### config.mk
export PLATFORM = sky130hd
export DESIGN_NAME = stop_codon_frame_scanner
export DESIGN_NICKNAME = d
export VERILOG_FILES = /design/src/hdl/scfs_pkg.sv /design/src/hdl/stop_codon_frame_scanner.sv /design/src/hdl/scfs_step.sv
export SDC_FILE = /design/constraint.sdc
export NUM_CORES = 1
export LEC_CHECK = 0
export ABC_AREA = 1
export BUFFER_PORTS_ARGS = -buffer_cell sky130_fd_sc_hd__buf_2
export CAP_MARGIN = 25
export CORE_ASPECT_RATIO = 0.5
export CORE_MARGIN = 2
export CORE_UTILIZATION = 56
export DETAILED_ROUTE_END_ITERATION = 12
export PLACE_DENSITY_LB_ADDON = 0.3
export SLEW_MARGIN = 30
export SYNTH_ARGS = -nofsm -noshare
export SYNTH_HDL_FRONTEND = slang
export SYNTH_SLANG_ARGS = --single-unit
### constraint.sdc
create_clock -name clk -period 2.1 [get_ports clk]
set_input_delay 0.21 -clock clk [delete_from_list [all_inputs] [get_ports clk]]
set_output_delay 0.21 -clock clk [all_outputs]
set_load 0.01 [all_outputs]
### src/hdl/scfs_pkg.sv
// ---------------------------------------------------------------------------
// Stop codon frame scanner package
// Types, codes, the automaton transition table and the base decoder.
// ---------------------------------------------------------------------------
package scfs_pkg;

  localparam int CharWidth  = 8;
  localparam int StateWidth = 4;
  localparam int PhaseWidth = 2;
  localparam int FlagWidth  = 6;
  localparam int NumStates  = 10;

  // Base codes produced by the decoder.
  localparam logic [2:0] BASE_A   = 3'd0;
  localparam logic [2:0] BASE_C   = 3'd1;
  localparam logic [2:0] BASE_G   = 3'd2;
  localparam logic [2:0] BASE_T   = 3'd3;
  localparam logic [2:0] BASE_BAD = 3'd4;

  // ASCII codes of the accepted characters.
  localparam logic [CharWidth-1:0] CHAR_A_UP = 8'h41;
  localparam logic [CharWidth-1:0] CHAR_C_UP = 8'h43;
  localparam logic [CharWidth-1:0] CHAR_G_UP = 8'h47;
  localparam logic [CharWidth-1:0] CHAR_T_UP = 8'h54;
  localparam logic [CharWidth-1:0] CHAR_A_LO = 8'h61;
  localparam logic [CharWidth-1:0] CHAR_C_LO = 8'h63;
  localparam logic [CharWidth-1:0] CHAR_G_LO = 8'h67;
  localparam logic [CharWidth-1:0] CHAR_T_LO = 8'h74;

  // Automaton states with a meaning of their own.
  localparam logic [StateWidth-1:0] ST_IDLE     = 4'd0;
  localparam logic [StateWidth-1:0] ST_LAST     = 4'd9;
  localparam logic [StateWidth-1:0] ST_FWD_STOP = 4'd7;

  localparam logic [PhaseWidth-1:0] PHASE_RESET = 2'd1;
  localparam logic [PhaseWidth-1:0] PHASE_TOP   = 2'd2;

  // Next state for each state and each base, columns in the order a, c, g, t.
  localparam logic [StateWidth-1:0] NEXT_TAB [NumStates][4] = '{
    '{4'd0, 4'd2, 4'd0, 4'd1},
    '{4'd3, 4'd4, 4'd5, 4'd6},
    '{4'd0, 4'd2, 4'd0, 4'd6},
    '{4'd7, 4'd2, 4'd7, 4'd1},
    '{4'd8, 4'd2, 4'd0, 4'd6},
    '{4'd7, 4'd2, 4'd0, 4'd1},
    '{4'd9, 4'd4, 4'd5, 4'd6},
    '{4'd0, 4'd2, 4'd0, 4'd1},
    '{4'd0, 4'd2, 4'd0, 4'd1},
    '{4'd7, 4'd2, 4'd7, 4'd1}
  };

  typedef struct packed {
    logic [StateWidth-1:0] scan_state;
    logic [PhaseWidth-1:0] frame_phase;
    logic [FlagWidth-1:0]  hit_flags;
  } scan_ctx_t;

  typedef struct packed {
    scan_ctx_t ctx;
    logic      bad;
  } step_res_t;

  localparam scan_ctx_t CTX_RESET = '{
    scan_state:  ST_IDLE,
    frame_phase: PHASE_RESET,
    hit_flags:   '0
  };

  function automatic logic [2:0] base_code(input logic [CharWidth-1:0] ch);
    logic [2:0] code;
    case (ch) inside
      CHAR_A_UP, CHAR_A_LO: code = BASE_A;
      CHAR_C_UP, CHAR_C_LO: code = BASE_C;
      CHAR_G_UP, CHAR_G_LO: code = BASE_G;
      CHAR_T_UP, CHAR_T_LO: code = BASE_T;
      default:              code = BASE_BAD;
    endcase
    return code;
  endfunction

endpackage

### src/hdl/stop_codon_frame_scanner.sv
// A word accepted into the input register moves into the result register once the result side can take it.
// Throughput: one word per cycle, sustained, while the result side is not stalled.
// The scan context is a single register loop through one table lookup, so the rate is one.
// Reset (rst, synchronous, active high) empties both stages and restores state 0, phase 1
// and clear flags; a word marked last restores the same context for the next sequence.
// ---------------------------------------------------------------------------
// Stop codon frame scanner
// Six-frame stop codon detector over a stream of nucleotide characters.
// ---------------------------------------------------------------------------
module stop_codon_frame_scanner import scfs_pkg::*; (
  input  logic                 clk,
  input  logic                 rst,
  // Input word channel.
  input  logic                 item_valid,
  output logic                 item_stall,
  input  logic [CharWidth-1:0] base_char,
  input  logic                 is_last,
  // Result word channel.
  output logic                 result_valid,
  input  logic                 result_stall,
  output logic [FlagWidth-1:0] stop_flags,
  output logic                 bad_char,
  output logic                 seq_end
);

  // The design is two registered stages. The input register captures each
  // accepted word. Between it and the result register sits the step logic,
  // which decodes the character, looks up the next automaton state and
  // updates the sticky flags. The scan context is committed at the same edge
  // at which the word moves into the result register, so the context always
  // reflects exactly the words that have reached the result side.

  logic                 s1_valid;
  logic [CharWidth-1:0] s1_char;
  logic                 s1_last;
  scan_ctx_t            ctx;
  step_res_t            res;
  logic                 adv;
  logic                 move;

  scfs_step u_step (
    .base_char (s1_char),
    .ctx       (ctx),
    .res       (res)
  );

  // The result register can take a new word when it is empty or its word is
  // being taken in this cycle.
  assign adv  = !result_valid || !result_stall;
  assign move = s1_valid && adv;

  // The input register accepts a word whenever it is empty or its own word
  // moves on, so a waiting result blocks the input only once the input
  // register is full as well.
  assign item_stall = s1_valid && !adv;

  always_ff @(posedge clk) begin
    if (rst) begin
      s1_valid     <= 1'b0;
      result_valid <= 1'b0;
      ctx          <= CTX_RESET;
    end else begin
      if (item_valid && !item_stall) begin
        s1_valid <= 1'b1;
        s1_char  <= base_char;
        s1_last  <= is_last;
      end else if (move) begin
        s1_valid <= 1'b0;
      end

      if (move) begin
        result_valid <= 1'b1;
        stop_flags   <= res.ctx.hit_flags;
        bad_char     <= res.bad;
        seq_end      <= s1_last;
        // The last word of a sequence hands back a clean context.
        ctx          <= s1_last ? CTX_RESET : res.ctx;
      end else if (adv) begin
        result_valid <= 1'b0;
      end
    end
  end

endmodule

### src/hdl/scfs_step.sv
// ---------------------------------------------------------------------------
// Stop codon frame scanner step logic
// Decodes one character and advances the automaton, phase and sticky flags.
// ---------------------------------------------------------------------------
module scfs_step import scfs_pkg::*; (
  input  logic [CharWidth-1:0] base_char,
  input  scan_ctx_t            ctx,
  output step_res_t            res
);

  logic [2:0]            code;
  logic [StateWidth-1:0] st;
  logic [StateWidth-1:0] st_next;
  logic [PhaseWidth-1:0] ph;
  logic [FlagWidth-1:0]  flags_next;

  always_comb begin
    code = base_code(base_char);

    // States above the table and the unused phase code fall back to zero.
    st = (ctx.scan_state > ST_LAST) ? ST_IDLE : ctx.scan_state;
    ph = (ctx.frame_phase > PHASE_TOP) ? '0 : ctx.frame_phase;

    if (code == BASE_BAD) begin
      st_next = ST_IDLE;
    end else begin
      st_next = NEXT_TAB[st][code[1:0]];
    end

    flags_next = ctx.hit_flags;
    if (st_next == ST_FWD_STOP) begin
      flags_next = ctx.hit_flags | (FlagWidth'(1) << ph);
    end else if (st_next > ST_FWD_STOP) begin
      flags_next = ctx.hit_flags | (FlagWidth'(8) << ph);
    end

    res.ctx.scan_state  = st_next;
    res.ctx.frame_phase = (ph == PHASE_TOP) ? '0 : ph + PhaseWidth'(1);
    res.ctx.hit_flags   = flags_next;
    res.bad             = (code == BASE_BAD);
  end

endmodule

* Yosys cells after proc, flatten, opt, wreduce, memory -nomap -nowiden
Memories as Yosys holds them, arrays and structs flattened.
Index checks and enable logic that the tools add are counted.
** Word-level totals
- Memories :: 1
- Logic and storage cells :: 71
- Output and inout port bits :: 10
- Register bits after elaboration :: 31
- Bits in read-only memories :: 256
- Input port bits :: 13
- Latch bits :: 0
- RAM bits :: 0
** Operators by class
- Bitwise logic cells :: 5
- Reductions and logical operators :: 16
- Mux-type cells :: 20
- Magnitude comparators :: 5
- Multipliers :: 0
- Div/mod/pow operators :: 0
- $add $sub $neg :: 1
- Equality and inequality tests :: 11
- Shift operators :: 2
** Memories
- (name not given) :: words 16, width 16, read ports 1, clocked after Yosys merged registers in 0, write ports 0, line scfs_step.sv:27 : st_next = NEXT_TAB[st][code[1:0]];
** Operators by type and width (count)
- 8-bit by 7-bit equality test with 1-bit output, second input constant :: 8
- 16-bit two-way mux :: 2
- 4-bit two-way mux :: 4
- 12-bit two-way mux :: 1
- 3-bit two-way mux :: 4
- 6-bit two-way mux :: 2
- 6-bit bitwise OR :: 2
- 4-bit binary-select mux with 2-bit select :: 1
- 2-bit OR reduction :: 4
- 1-bit by 2-bit left shift with 6-bit output, first input constant :: 1
- 4-bit by 2-bit left shift with 6-bit output, first input constant :: 1
- 5-bit >= comparator, second input constant :: 1
- 4-bit inverter with 5-bit output :: 1
- 4-bit by 3-bit equality test with 1-bit output, second input constant :: 1
- 4-bit by 3-bit greater-than comparator with 1-bit output, second input constant :: 1
- 4-bit greater-than comparator, second input constant :: 1
- 1-bit logical NOT :: 4
- 1-bit two-way mux :: 4
- 2-bit two-way mux :: 2
- 2-bit AND reduction :: 2
- 2-bit nonzero test :: 2
- 3-bit equality test, second input constant :: 1
- 3-bit >= comparator, second input constant :: 1
- 1-bit logical AND :: 3
- other kinds (6) :: 6

* Depth between registers and ports, before layout
- Depth in word-level cells :: 15
- Mapped depth :: 16
- Gate-level depth less buffers :: 16

* Hierarchy
A second synthesis with hierarchy kept.
** Second synthesis, totals
- Cells, all modules :: 260
- Area total of the unflattened synthesis :: 1970.6 sq um
** By module, submodules not included
- stop_codon_frame_scanner :: area each 1266.2 sq um, seq. area each 790.8 sq um, times used 1, cells an instance 129
- scfs_step :: area each 704.4 sq um, seq. area each 0.0 sq um, times used 1, cells an instance 131

* Worst setup path before layout
OpenSTA, ideal clock, no wires.
- Kind :: register to register
- From :: reg, netlist name ctx[11]
- To :: reg, netlist name ctx[3]
- Arrival :: 1829 ps
- Path buffers :: 0
- Period minus slack after synthesis :: 1896 ps
- Data required time :: 2033 ps
- Cell stages (with the launch flop) :: 16
- Slack :: 204 ps
- Setup time :: 67 ps
- Cell sequence :: dfxtp_1 -> o21ai_2 -> nand2_1 -> inv_1 -> ha_1 -> nand2_1 -> nand3_1 -> nand2_1 -> nand2_1 -> nand2_1 -> nand3_1 -> nor2_2 -> nand3_1 -> nand2_2 -> nand2_2 -> a21oi_2

==> impl_results.html <==
<table>
<tr><th>Metric</th><th>Value</th></tr>
<tr><th colspan="2">Floorplan</th></tr>
<tr><td>Die footprint</td><td>about 0.0034 mm²</td></tr>
<tr><td>Area of the placeable core</td><td>between 0.002 and 0.003 mm²</td></tr>
<tr><td>Number of standard-cell rows in the floorplan</td><td>13</td></tr>
<tr><td>Die span in y</td><td>roughly 42 µm</td></tr>
<tr><td>Starting Density</td><td>about three fifths</td></tr>
<tr><td>Ports</td><td>23</td></tr>
<tr><td>Width of the die</td><td>between 80 and 90 µm</td></tr>
<tr><th colspan="2">Synthesis</th></tr>
<tr><td>Number of instances in the synthesized netlist</td><td>just over 200</td></tr>
<tr><td>XOR/XNOR share of the synthesized area</td><td>0%</td></tr>
<tr><td>Portion of netlist area occupied by mux cells</td><td>0%</td></tr>
<tr><td>Syn avg cell area</td><td>approximately 8 µm²</td></tr>
<tr><td>Syn Nets</td><td>around 220</td></tr>
<tr><td>Largest family of logic cells by synthesized area</td><td>simple AND/OR/NAND/NOR gates</td></tr>
<tr><td>Yosys warning count</td><td>0</td></tr>
<tr><td>Unique masters post-synth</td><td>25</td></tr>
<tr><td>Flops &amp; latches, synth</td><td>30</td></tr>
<tr><td>Share of the synthesized area in compound gates (AO/OA/AOI/OAI)</td><td>a little under a tenth</td></tr>
<tr><td>Post-Synth Adder-Cell Area</td><td>under 10%</td></tr>
<tr><td>Syn Std Cell Area</td><td>between 0.0015 and 0.002 mm²</td></tr>
<tr><td>Sequential-to-total area share from yosys stat</td><td>between 40% and 50%</td></tr>
<tr><td>Post-synthesis share of cell area spent on and, or, nand and nor gates</td><td>roughly 30%</td></tr>
<tr><th colspan="2">STA</th></tr>
<tr><td>Slew @ Worst Pin</td><td>356 ps</td></tr>
<tr><td>Number of setup violations in the final report</td><td>0</td></tr>
<tr><td>Worst hold margin</td><td>about 110 ps</td></tr>
<tr><td>Post-layout minimum cycle time</td><td>about 2000 ps</td></tr>
<tr><td>Count of final hold-check violations</td><td>0</td></tr>
<tr><td>Share of the clock period used by the worst path after layout</td><td>a little over nine tenths</td></tr>
<tr><td>Max-slew violation total from the final report</td><td>0</td></tr>
<tr><td>Max-Slew Margin vs Limit</td><td>between 70 and 80%</td></tr>
<tr><td>Upper clock frequency limit</td><td>between 500 and 600 MHz</td></tr>
<tr><td>Post-route clock skew</td><td>just over 5 ps</td></tr>
<tr><th colspan="2">Setup path</th></tr>
<tr><td>Worst-path maximum fanout</td><td>3</td></tr>
<tr><td>CP startpoint kind</td><td>register</td></tr>
<tr><td>Crit path arrival time</td><td>between 2000 and 2500 ps</td></tr>
<tr><td>Critical path class</td><td>reg2reg</td></tr>
<tr><td>Category of the worst setup path capture point</td><td>register</td></tr>
<tr><td>Register-to-register path setup slack</td><td>around 110 ps</td></tr>
<tr><td>Required time of the critical path</td><td>about 2300 ps</td></tr>
<tr><th colspan="2">CTS</th></tr>
<tr><td>H-tree depth</td><td>2</td></tr>
<tr><td>Clock tree from TritonCTS</td><td>done</td></tr>
<tr><td>Clock latency on the worst-skew pair</td><td>about 280 ps</td></tr>
<tr><td>Post-CTS Hold Buffers</td><td>0</td></tr>
<tr><td>Maximum buffer depth of the clock tree</td><td>2</td></tr>
<tr><td>Number of buffers created by CTS</td><td>5</td></tr>
<tr><td>Clock input transition at the sequential cells of the worst setup and hold paths</td><td>around 60 ps</td></tr>
<tr><td>Library cell used as clock root buffer</td><td>sky130_fd_sc_hd__clkbuf_8</td></tr>
<tr><td>TritonCTS sink count</td><td>30</td></tr>
<tr><th colspan="2">GRT</th></tr>
<tr><td>Wire length of the first global-routing pass</td><td>around 5500 µm</td></tr>
<tr><td>Largest net degree at the start of global routing</td><td>12</td></tr>
<tr><td>Initial antenna violation count</td><td>0</td></tr>
<tr><td>Final global-route overflow total</td><td>0</td></tr>
<tr><td>Total GRT Usage</td><td>approximately 22%</td></tr>
<tr><td>Vias in the first global route</td><td>~1300</td></tr>
<tr><th colspan="2">Power</th></tr>
<tr><td>Leakage power</td><td>about 0.88 nW</td></tr>
<tr><td>Overall power</td><td>1.18 mW</td></tr>
<tr><td>Power density of the placed cells</td><td>590 mW/mm²</td></tr>
<tr><td>Max rail drop VDD</td><td>between 0.0006 and 0.0007 V</td></tr>
<tr><th colspan="2">Place</th></tr>
<tr><td>Post-DP HPWL</td><td>2530 µm</td></tr>
<tr><td>Count of buffers from port buffering</td><td>21</td></tr>
<tr><td>Placed standard-cell area</td><td>between 0.0015 and 0.002 mm²</td></tr>
<tr><td>Global placer's final weighted congestion</td><td>around 0.88</td></tr>
<tr><th colspan="2">Cells and area</th></tr>
<tr><td>Share of layout cells above drive strength 1</td><td>about a third</td></tr>
<tr><td>Count of antenna diodes in the layout</td><td>0</td></tr>
<tr><td>Most common cell after layout, fill and taps aside</td><td>sky130_fd_sc_hd__nand2_1</td></tr>
<tr><td>Final Cell Area</td><td>between 0.002 and 0.0025 mm²</td></tr>
<tr><td>Number of nets in the final layout</td><td>between 200 and 300</td></tr>
<tr><td>Top library cells by usage in the layout, fill and taps aside</td><td>sky130_fd_sc_hd__nand2_1, sky130_fd_sc_hd__inv_1, sky130_fd_sc_hd__buf_2</td></tr>
<tr><td>Utilization after layout</td><td>~75%</td></tr>
<tr><td>Area growth from synthesis to layout</td><td>23.5%</td></tr>
<tr><th colspan="2">Detailed routing</th></tr>
<tr><td>Total number of vias</td><td>roughly 1400</td></tr>
<tr><td>Post-detailed-route wirelength per cell</td><td>12.5 µm</td></tr>
<tr><td>Post-route DRC</td><td>0</td></tr>
<tr><td>Final antenna-violating net count</td><td>0</td></tr>
<tr><td>Via density per instance</td><td>5.18</td></tr>
<tr><td>First drt pass iteration count</td><td>5</td></tr>
<tr><td>DRC violation total after the first TritonRoute iteration</td><td>96</td></tr>
<tr><td>Routed wire length</td><td>3440 µm</td></tr>
<tr><th colspan="2">Run status</th></tr>
<tr><td>Outcome</td><td>finished, final reports clean</td></tr>
<tr><th colspan="2">Run</th></tr>
<tr><td>Maximum capacitance violations</td><td>0</td></tr>
<tr><th colspan="2">Worst hold path</th></tr>
<tr><td>Hold Path Class</td><td>in2reg</td></tr>
</table>
-- through the flow --
step	std cells	setup TNS, ps	setup slack (ps)
floorplan	203	0	204
global placement	267	0	155
detailed placement	267	0	85.1
CTS	275	0	65.2
global route	276	-80.3	-52.5
finish	276	0	112
-- cells by family after synthesis --
family	Yosys count
AND/OR/NAND/NOR	105
AO/OA/AOI/OAI	25
buffers and inverters	36
adder cells (fa/ha/maj)	7
flip-flops	30
-- worst paths after layout --
path                     start         end  depth (start not counted)
setup / recovery       ctx[10]      ctx[0]                         13
hold / removal    base_char[7]  s1_char[7]                          1
setup reg to reg       ctx[10]      ctx[0]                         13
hold reg to reg         ctx[5]      ctx[5]                          2
-- report_power, final --
part	internal [mW]	leakage, nW	switching (mW)
registers	0.633	0.263	0.00939
clock network	0.266	0.0455	0.196
logic	0.0281	0.571	0.0488
total	0.927	0.880	0.254
-- critical path, cell delays in order (launching register included) --
cell	delay, ps
sky130_fd_sc_hd__dfxtp_2	340
sky130_fd_sc_hd__o21ai_4	180
sky130_fd_sc_hd__nand2_2	100
sky130_fd_sc_hd__inv_2	90
sky130_fd_sc_hd__ha_4	200
sky130_fd_sc_hd__nand2_1	60
sky130_fd_sc_hd__nand2_1	80
sky130_fd_sc_hd__o21ai_1	200
sky130_fd_sc_hd__nand3_1	160
sky130_fd_sc_hd__nor2_4	150
sky130_fd_sc_hd__nand2_2	90
sky130_fd_sc_hd__o21ai_2	170
sky130_fd_sc_hd__inv_2	50
sky130_fd_sc_hd__nor2_2	70
-- final cells by class --
type	count	area, µm²
clock buffer	8	90.1
inverter	35	131
timing repair buffer	29	165
fill	203	664
sequential	30	762
multi-input combinational	137	808
tap	37	46.3
-- state kept, by name, summed over array words and instances, names as in the netlist --
| register | count |
|---|---|
| bad_char | 1 |
| ctx | 12 |
| result_valid | 1 |
| s1_char | 7 |
| s1_last | 1 |
| s1_valid | 1 |
| seq_end | 1 |
| stop_flags | 6 |
-- synth_stat cells --
cell type                  number  area share [%]
sky130_fd_sc_hd__a211oi_1       2            0.93
sky130_fd_sc_hd__a21oi_1       11             3.4
sky130_fd_sc_hd__a21oi_2        2             1.1
sky130_fd_sc_hd__and3_1         1            0.39
sky130_fd_sc_hd__clkbuf_1       1            0.23
sky130_fd_sc_hd__clkinv_1       1            0.23
sky130_fd_sc_hd__dfxtp_1       14              17
sky130_fd_sc_hd__edfxtp_1      16              30
sky130_fd_sc_hd__ha_1           7             5.4
sky130_fd_sc_hd__inv_1         29             6.7
sky130_fd_sc_hd__inv_2          5             1.2
sky130_fd_sc_hd__nand2_1       52              12
sky130_fd_sc_hd__nand2_2        6             2.3
sky130_fd_sc_hd__nand3_1       16             4.9
sky130_fd_sc_hd__nand3b_1       2            0.93
sky130_fd_sc_hd__nand4_1        4             1.5
sky130_fd_sc_hd__nor2_1        13             3.0
sky130_fd_sc_hd__nor2_2        10             3.9
sky130_fd_sc_hd__nor4_2         1            0.77
sky130_fd_sc_hd__o211ai_1       1            0.46
sky130_fd_sc_hd__o21a_1         1            0.46
sky130_fd_sc_hd__o21ai_0        3            0.93
sky130_fd_sc_hd__o21ai_1        1            0.31
sky130_fd_sc_hd__o21ai_2        3             1.6
sky130_fd_sc_hd__o22ai_1        1            0.39
-- metal layers --
metal / track usage, % / vias to the layer above / part of all wire, %
met5: 0 / - / 0
met4: 8.14 / 0 / 2.2
met3: 6.47 / 8 / 5.3
met2: 34.2 / 46 / 48
met1: 28.0 / 651 / 44
li1: - / 726 / -
-- repair_timing --
action / 4_1_cts / 5_1_grt
endpoints found under the hold margin: 0 / 0
endpoints found under the setup margin: 0 / 8
buffers inserted: 0 / 1
resized for setup: 0 / 23
Power figures use the tool's default switching activity.
